## src/rtl/tscb_pkg.sv

```systemverilog
package tscb_pkg;

   localparam int ROWS      = 32;
   localparam int COLS      = 64;
   localparam int ROW_W     = (ROWS > 1) ? $clog2(ROWS) : 1;
   localparam int COL_W     = (COLS > 1) ? $clog2(COLS) : 1;
   localparam int ADDR_W    = ROW_W + COL_W;
   localparam int CUR_ROW_W = 5;
   localparam int CUR_COL_W = 6;
   localparam int REQ_W     = 64;
   localparam int RSP_W     = 24;
   localparam int SPAN_W    = 10;

   localparam logic [8:0] ROWS_LIM = 9'(ROWS);
   localparam logic [8:0] COLS_LIM = 9'(COLS);

   localparam logic [2:0] MODE_SET_CURSOR = 3'd0;
   localparam logic [2:0] MODE_SET_STYLE  = 3'd1;
   localparam logic [2:0] MODE_PUT_CHAR   = 3'd2;
   localparam logic [2:0] MODE_ERASE      = 3'd3;
   localparam logic [2:0] MODE_SCROLL     = 3'd4;
   localparam logic [2:0] MODE_READ       = 3'd5;

   typedef struct packed {
      logic       reverse;
      logic [7:0] code;
   } cell_type;

   localparam cell_type BLANK_CELL = '{reverse: 1'b0, code: 8'h20};

   typedef struct packed {
      logic              en;
      logic              we;
      logic [ADDR_W-1:0] addr;
      cell_type          wdata;
   } ram_req_type;

   typedef struct packed {
      logic [2:0]       mode;
      logic [7:0]       row;
      logic [7:0]       col;
      logic [7:0]       row_end;
      logic [7:0]       col_end;
      logic signed [8:0] scroll_amount;
      logic [7:0]       char_code;
      logic [7:0]       style_bits;
   } cmd_type;

   typedef struct packed {
      logic [CUR_COL_W-1:0] cursor_col;
      logic [CUR_ROW_W-1:0] cursor_row;
      logic                 cell_reverse;
      logic [7:0]           cell_char;
   } res_type;

   function automatic logic [7:0] clamp_pos(input logic [7:0] v, input logic [8:0] lim);
      logic [8:0] p;
      p = (v == 8'd0) ? 9'd0 : ({1'b0, v} - 9'd1);
      if (p > lim - 9'd1) p = lim - 9'd1;
      return p[7:0];
   endfunction

   function automatic logic [7:0] span_lo(input logic [7:0] a);
      return (a == 8'd0) ? 8'd0 : (a - 8'd1);
   endfunction

   function automatic logic [7:0] span_hi(input logic [7:0] b, input logic [8:0] lim);
      logic [8:0] e;
      e = {1'b0, b} - 9'd1;
      if (e > lim - 9'd1) e = lim - 9'd1;
      return e[7:0];
   endfunction

   function automatic logic span_empty(input logic [7:0] a, input logic [7:0] b,
                                       input logic [8:0] lim);
      return (b == 8'd0) || (span_lo(a) > span_hi(b, lim));
   endfunction

endpackage

```

## src/rtl/tscb_ctrl.sv

```systemverilog
module tscb_ctrl
   import tscb_pkg::*;
(
   input  logic        clock,
   input  logic        reset,
   input  logic        cmd_valid,
   output logic        cmd_ready,
   input  cmd_type     cmd,
   output logic        res_valid,
   input  logic        res_ready,
   output res_type     res,
   output ram_req_type ram_req,
   input  cell_type    ram_rdata
);

   typedef enum logic [4:0] {
      ST_CLEAR = 5'b00001,
      ST_IDLE  = 5'b00010,
      ST_RD    = 5'b00100,
      ST_WR    = 5'b01000,
      ST_DONE  = 5'b10000
   } state_type;

   state_type         state_ff, state_in;
   logic [ADDR_W-1:0] clr_addr_ff, clr_addr_in;
   logic [ROW_W-1:0]  cur_row_ff, cur_row_in;
   logic [COL_W-1:0]  cur_col_ff, cur_col_in;
   logic              rev_ff, rev_in;
   logic              rd_ok_ff, rd_ok_in;
   logic [ROW_W-1:0]  top_ff, top_in, bot_ff, bot_in, y_ff, y_in;
   logic [COL_W-1:0]  left_ff, left_in, right_ff, right_in, x_ff, x_in;
   logic              down_ff, down_in, scroll_ff, scroll_in;
   logic [8:0]        units_ff, units_in;

   logic [ROW_W-1:0]  row_t, row_b, next_row, src_row, y_step;
   logic [COL_W-1:0]  col_l, col_r;
   logic              area_empty, last_cell, copy_row;
   logic [SPAN_W-1:0] src_up, dn_lim;
   logic [8:0]        amt_abs;

   assign row_t      = ROW_W'(span_lo(cmd.row));
   assign row_b      = ROW_W'(span_hi(cmd.row_end, ROWS_LIM));
   assign col_l      = COL_W'(span_lo(cmd.col));
   assign col_r      = COL_W'(span_hi(cmd.col_end, COLS_LIM));
   assign area_empty = span_empty(cmd.row, cmd.row_end, ROWS_LIM)
                    || span_empty(cmd.col, cmd.col_end, COLS_LIM);
   assign amt_abs    = cmd.scroll_amount[8] ? (~cmd.scroll_amount + 9'd1)
                                            : cmd.scroll_amount;
   assign next_row   = (cur_row_ff == ROW_W'(ROWS - 1)) ? '0 : (cur_row_ff + ROW_W'(1));

   assign src_up   = SPAN_W'(y_ff) + SPAN_W'(units_ff);
   assign dn_lim   = SPAN_W'(top_ff) + SPAN_W'(units_ff);
   assign copy_row = scroll_ff && (down_ff ? (SPAN_W'(y_ff) >= dn_lim)
                                           : (src_up <= SPAN_W'(bot_ff)));
   assign src_row  = down_ff ? (y_ff - ROW_W'(units_ff)) : src_up[ROW_W-1:0];
   assign y_step   = down_ff ? (y_ff - ROW_W'(1)) : (y_ff + ROW_W'(1));
   assign last_cell = (x_ff == right_ff) && (y_ff == (down_ff ? top_ff : bot_ff));

   assign cmd_ready = (state_ff == ST_IDLE);
   assign res_valid = (state_ff == ST_DONE);

   always_comb begin
      res.cell_char    = rd_ok_ff ? ram_rdata.code : 8'd0;
      res.cell_reverse = rd_ok_ff ? ram_rdata.reverse : 1'b0;
      res.cursor_row   = CUR_ROW_W'(cur_row_ff);
      res.cursor_col   = CUR_COL_W'(cur_col_ff);
   end

   always_comb begin
      state_in    = state_ff;
      clr_addr_in = clr_addr_ff;
      cur_row_in  = cur_row_ff;
      cur_col_in  = cur_col_ff;
      rev_in      = rev_ff;
      rd_ok_in    = rd_ok_ff;
      top_in      = top_ff;
      bot_in      = bot_ff;
      left_in     = left_ff;
      right_in    = right_ff;
      y_in        = y_ff;
      x_in        = x_ff;
      down_in     = down_ff;
      scroll_in   = scroll_ff;
      units_in    = units_ff;
      ram_req     = '0;

      unique case (state_ff)
         ST_CLEAR: begin
            ram_req.en    = 1'b1;
            ram_req.we    = 1'b1;
            ram_req.addr  = clr_addr_ff;
            ram_req.wdata = '0;
            clr_addr_in   = clr_addr_ff + ADDR_W'(1);
            if (clr_addr_ff == '1) state_in = ST_IDLE;
         end
         ST_IDLE: begin
            if (cmd_valid) begin
               state_in = ST_DONE;
               rd_ok_in = 1'b0;
               unique case (cmd.mode)
                  MODE_SET_CURSOR: begin
                     cur_row_in = ROW_W'(clamp_pos(cmd.row, ROWS_LIM));
                     cur_col_in = COL_W'(clamp_pos(cmd.col, COLS_LIM));
                  end
                  MODE_SET_STYLE: begin
                     rev_in = cmd.style_bits[0];
                  end
                  MODE_PUT_CHAR: begin
                     ram_req.en    = 1'b1;
                     ram_req.we    = 1'b1;
                     ram_req.addr  = {cur_row_ff, cur_col_ff};
                     ram_req.wdata = '{reverse: rev_ff, code: cmd.char_code};
                     if (cur_col_ff == COL_W'(COLS - 1)) begin
                        cur_col_in = '0;
                        cur_row_in = next_row;
                        top_in     = next_row;
                        bot_in     = next_row;
                        y_in       = next_row;
                        left_in    = '0;
                        x_in       = '0;
                        right_in   = COL_W'(COLS - 1);
                        down_in    = 1'b0;
                        scroll_in  = 1'b0;
                        state_in   = ST_RD;
                     end else begin
                        cur_col_in = cur_col_ff + COL_W'(1);
                     end
                  end
                  MODE_ERASE, MODE_SCROLL: begin
                     if (!area_empty &&
                         !(cmd.mode == MODE_SCROLL && cmd.scroll_amount == 9'sd0)) begin
                        top_in    = row_t;
                        bot_in    = row_b;
                        left_in   = col_l;
                        right_in  = col_r;
                        x_in      = col_l;
                        scroll_in = (cmd.mode == MODE_SCROLL);
                        down_in   = (cmd.mode == MODE_SCROLL) && cmd.scroll_amount[8];
                        y_in      = ((cmd.mode == MODE_SCROLL) && cmd.scroll_amount[8])
                                    ? row_b : row_t;
                        units_in  = amt_abs;
                        state_in  = ST_RD;
                     end
                  end
                  MODE_READ: begin
                     if (cmd.row != 8'd0 && {1'b0, cmd.row} <= ROWS_LIM &&
                         cmd.col != 8'd0 && {1'b0, cmd.col} <= COLS_LIM) begin
                        ram_req.en   = 1'b1;
                        ram_req.addr = {ROW_W'(cmd.row - 8'd1), COL_W'(cmd.col - 8'd1)};
                        rd_ok_in     = 1'b1;
                     end
                  end
                  default: begin
                  end
               endcase
            end
         end
         ST_RD: begin
            ram_req.en = 1'b1;
            if (copy_row) begin
               ram_req.addr = {src_row, x_ff};
               state_in     = ST_WR;
            end else begin
               ram_req.we    = 1'b1;
               ram_req.addr  = {y_ff, x_ff};
               ram_req.wdata = BLANK_CELL;
               if (last_cell) begin
                  state_in = ST_DONE;
               end else if (x_ff == right_ff) begin
                  x_in = left_ff;
                  y_in = y_step;
               end else begin
                  x_in = x_ff + COL_W'(1);
               end
            end
         end
         ST_WR: begin
            ram_req.en    = 1'b1;
            ram_req.we    = 1'b1;
            ram_req.addr  = {y_ff, x_ff};
            ram_req.wdata = ram_rdata;
            state_in      = ST_RD;
            if (last_cell) begin
               state_in = ST_DONE;
            end else if (x_ff == right_ff) begin
               x_in = left_ff;
               y_in = y_step;
            end else begin
               x_in = x_ff + COL_W'(1);
            end
         end
         ST_DONE: begin
            if (res_ready) state_in = ST_IDLE;
         end
         default: begin
            state_in = ST_IDLE;
         end
      endcase
   end

   always_ff @(posedge clock) begin
      if (reset) begin
         state_ff    <= ST_CLEAR;
         clr_addr_ff <= '0;
         cur_row_ff  <= '0;
         cur_col_ff  <= '0;
         rev_ff      <= 1'b0;
      end else begin
         state_ff    <= state_in;
         clr_addr_ff <= clr_addr_in;
         cur_row_ff  <= cur_row_in;
         cur_col_ff  <= cur_col_in;
         rev_ff      <= rev_in;
      end
   end

   always_ff @(posedge clock) begin
      rd_ok_ff  <= rd_ok_in;
      top_ff    <= top_in;
      bot_ff    <= bot_in;
      left_ff   <= left_in;
      right_ff  <= right_in;
      y_ff      <= y_in;
      x_ff      <= x_in;
      down_ff   <= down_in;
      scroll_ff <= scroll_in;
      units_ff  <= units_in;
   end

endmodule

```

## config.mk

```make
export PLATFORM = sky130hd
export DESIGN_NAME = tscb_ctrl
export DESIGN_NICKNAME = d
export VERILOG_FILES = /design/src/rtl/tscb_pkg.sv /design/src/rtl/tscb_ctrl.sv
export SDC_FILE = /design/constraint.sdc
export NUM_CORES = 1
export LEC_CHECK = 0
export ABC_AREA = 1
export BUFFER_PORTS_ARGS = -buffer_cell sky130_fd_sc_hd__buf_2
export CAP_MARGIN = 30
export CORE_MARGIN = 4
export CORE_UTILIZATION = 40
export CTS_BUF_LIST = sky130_fd_sc_hd__clkbuf_8
export CTS_CLUSTER_SIZE = 24
export DETAILED_ROUTE_END_ITERATION = 7
export MAX_ROUTING_LAYER = met4
export REMOVE_ABC_BUFFERS = 1
export SYNTH_ARGS = -nofsm -noshare
export SYNTH_HDL_FRONTEND = slang
export SYNTH_SLANG_ARGS = --single-unit
```

## constraint.sdc

```tcl
create_clock -name clock -period 10.85 [get_ports clock]
set_input_delay 0.5425 -clock clock [delete_from_list [all_inputs] [get_ports clock]]
set_output_delay 0.5425 -clock clock [all_outputs]
set_load 0.02 [all_outputs]
```

==> qor.csv <==
metric,value,unit
run_status,completed,
max_freq,247.6,MHz
hpwlAfterDp,14.57,mm
post-route-cell-area,7506,um^2
detail_route.first_pass.iterations,4,
yosys.area_share.adder,11.87,%
numClockSinks,73,
postLayoutSetupSlackWorst,6.811,ns
max-clock-path-buffers,2,
synth_top_area_share,20.55,%
synth_top_family_by_area,simple AND/OR/NAND/NOR gates,
die_x,136.2,um
critical-path-slowest-cell,edfxtp_1,
die_y,136.2,um
nets,1166,
ffs_latches_synth,73,
grtUsageTotal,19.73,%
flop_to_flop_setup_slack,7.46,ns
cts-buffers-inserted,9,
dieArea,18550,um^2
power_density,85.76,nW/um^2
worstPathArrival,3.50,ns
syn_avg_cell_area,7.116,um^2
core_area,16000,um^2
preCtsSetupSlack,6.584,ns
ys_async_rst_share,0,%
drt-total-wl,17.72,mm
yosysTopAreaCell,edfxtp_1,
clkLatencyLatePin,0.35,ns
slew-limit-headroom,46.97,%
cpPeakStageDelay,0.53,ns
synth.top_cells.by_area,"edfxtp_1 21%, nand2_1 11%, ha_1 11%",
row_count,46,
post_synth_inst_count,924,
cts_hold_repair.buffers,0,
grt_pass1_wl,28.28,mm
cp_cell_sequence,ha_1 -> inv_2 -> a21oi_2 -> nand2_1 -> xor2_1 -> ha_1 -> nand2_1 -> nor2_1 -> nand2_1 -> a21oi_1 -> nand2_1 -> nor2_1 -> nand2_1 -> nand2_1 -> nand2_2 -> nand2_1 -> nand2_2 -> nand2_1 -> o211ai_1 -> buf_2,
cts.clk_slew.worst_paths,0.08,ns
finalSetupViolations,0,
avgRoutedWirePerCell,14.13,um
max_slew.worst_pin.slew,0.7925,ns
synth-compound-area-share,14.98,%
critical-path-top-cell-by-count,nand2_1,
timing.final.max_slew_violations,0,
holdCritPathClass,in2reg,
synth-simple-area-share,28.11,%
io-pin-count,117,
maximum_number_of_pins_on_one_net_before_global_route_repair,23,
drv.max_cap_violation_count,0,
crit_path_max_fanout,6,
detailed_place.area,7335,um^2
tritoncts,done,
synth-xor-area-share,5.595,%
vias_in_the_first_global_route,5609,
tcrit_tclk_final,37.22,%
initial_utilization,41.09,%
post_synth_instance_area,6575,um^2
antenna_found_initial,0,
finish.utilization,46.91,%
cp-end-kind,output pin,
synth_cell_types,56,
rsz0062_at_grt,false,
drc,0,
global_route.overflow_total,0,
synth_mux_area_share,0.1522,%
synth_edf_count,45,
cts_post_setup_buffers_inserted,0,
start_kind,register,
peakVddDrop,0.00005279,V
place.detailed.instances,1238,
area_delta_synth_final,14.16,%
detail_route.iter0.violations,391,
cts_repair_resize_count,0,
yosysSeqAreaShare,29.08,%
finalSetupTns,0,ns
via_count,6242,
hold_viol,0,
h-tree-depth,3,
fin_cells,1254,
critical_path_class,reg2out,
fin_skew,0.01725,ns
worst_hold_slack,0.4226,ns
required_time_at_the_worst_slack_endpoint,10.31,ns
ys_dominant_reg_cell,edfxtp_1,
diodes,0,
clock_period_minus_final_worst_setup_slack,4.039,ns
route.antenna.remaining_nets,0,
numPortBuffers,109,
total_leakage_power,3.749,nW
post_route_cells_drive_above_1_share,17.15,%
clock-root-buffer,clkbuf_8,
vias_per_cell,4.978,
design_power_total,0.6437,mW
global_placer_s_final_weighted_congestion,0.8674,
yosys_warnings,0,
critical path, delay by kind of cell, from the launching register on:
family	cells	cell delay, ns
flops	1	0.53
buf+inv	2	0.25
simple gates	12	1.13
compound gates	3	0.33
xor+xnor	1	0.17
fa+ha+maj	2	0.74
where the power goes:
group / total (mW) / internal (mW) / switching (mW)
Combinational: 0.141 / 0.0493 / 0.0916
Sequential: 0.310 / 0.301 / 0.00823
Clock: 0.193 / 0.0883 / 0.105
cell usage in the layout, fill, tap and decap left out, types with 12 or more instances in the layout:
master / instances
a21oi_1: 43
buf_2: 109
dfxtp_1: 28
edfxtp_1: 45
ha_1: 56
inv_1: 136
nand2_1: 198
nand3_1: 42
nand4_1: 12
nor2_1: 109
nor3_1: 14
o21ai_0: 57
o21ai_1: 14
xnor2_1: 14
xor2_1: 28
logic make-up (layout without fill, tap and decap cells):
group / count (synthesis) / after routing
buffers and inverters: 167 / 277
multiplexers: 1 / 1
flip-flops: 73 / 73
XOR/XNOR: 42 / 42
other: 1 / 5
AO/OA/AOI/OAI: 165 / 165
AND/OR/NAND/NOR: 415 / 415
adder cells (fa/ha/maj): 60 / 60
state kept, by name, summed over array words and instances, names as in the netlist, 5 cells and up:
| name | cells |
|---|---|
| left_ff | 6 |
| y_ff | 5 |
| top_ff | 5 |
| units_ff | 9 |
| cur_col_ff | 6 |
| right_ff | 6 |
| x_ff | 6 |
| cur_row_ff | 5 |
| state_ff | 5 |
| bot_ff | 5 |
| clr_addr_ff | 11 |
path summary, 6_finish.rpt:
path | from | to | cells after the start
setup / recovery | y_ff[2] | ram_req[15] | 20
hold / removal | cmd[16] | units_ff[0] | 1
setup reg to reg | y_ff[0] | y_ff[3] | 20
hold reg to reg | clr_addr_ff[8] | clr_addr_ff[8] | 2
routing by layer:
layer | GRT usage (%) | up-vias | wire (um)
li1 | - | 3271 | -
met1 | 29.12 | 2821 | 9019
met2 | 29.33 | 142 | 7645
met3 | 2.332 | 8 | 931
met4 | 3.695 | 0 | 125
met5 | - | - | 0
Yosys cell counts (2+ instances only):
cell      number
clkinv_2       2
edfxtp_1      45
nor3_2         5
nor3_4         2
fa_1           4
nand3_1       42
dfxtp_1       28
nand2_2        4
nand4_2        2
a21oi_1       43
o211ai_1       3
buf_2          4
ha_1          56
nand2_1      198
a22oi_1       10
or2_2          6
a32o_1         7
inv_2         11
nor2_1       110
a31oi_1        8
nor3_1        14
inv_1        135
a211oi_1       4
o21a_1         4
nor2_2         7
nor3b_1        4
nor4_1         2
o221ai_1       4
clkbuf_1       9
o21ai_2        2
xnor2_1       14
nand4_1       12
xor2_1        28
buf_6          4
o21ai_0       57
o21ai_1       14
cell type report:
class	count	area (um^2)
fillers	1695	8494
multi-input cells	688	4019
flip-flops and latches	73	1912
repair buffers	113	575.6
inverters	148	558.0
well taps	216	270.3
clock buffers	10	137.6
clock inverters	6	33.78
(Power assumes the default switching activity.)
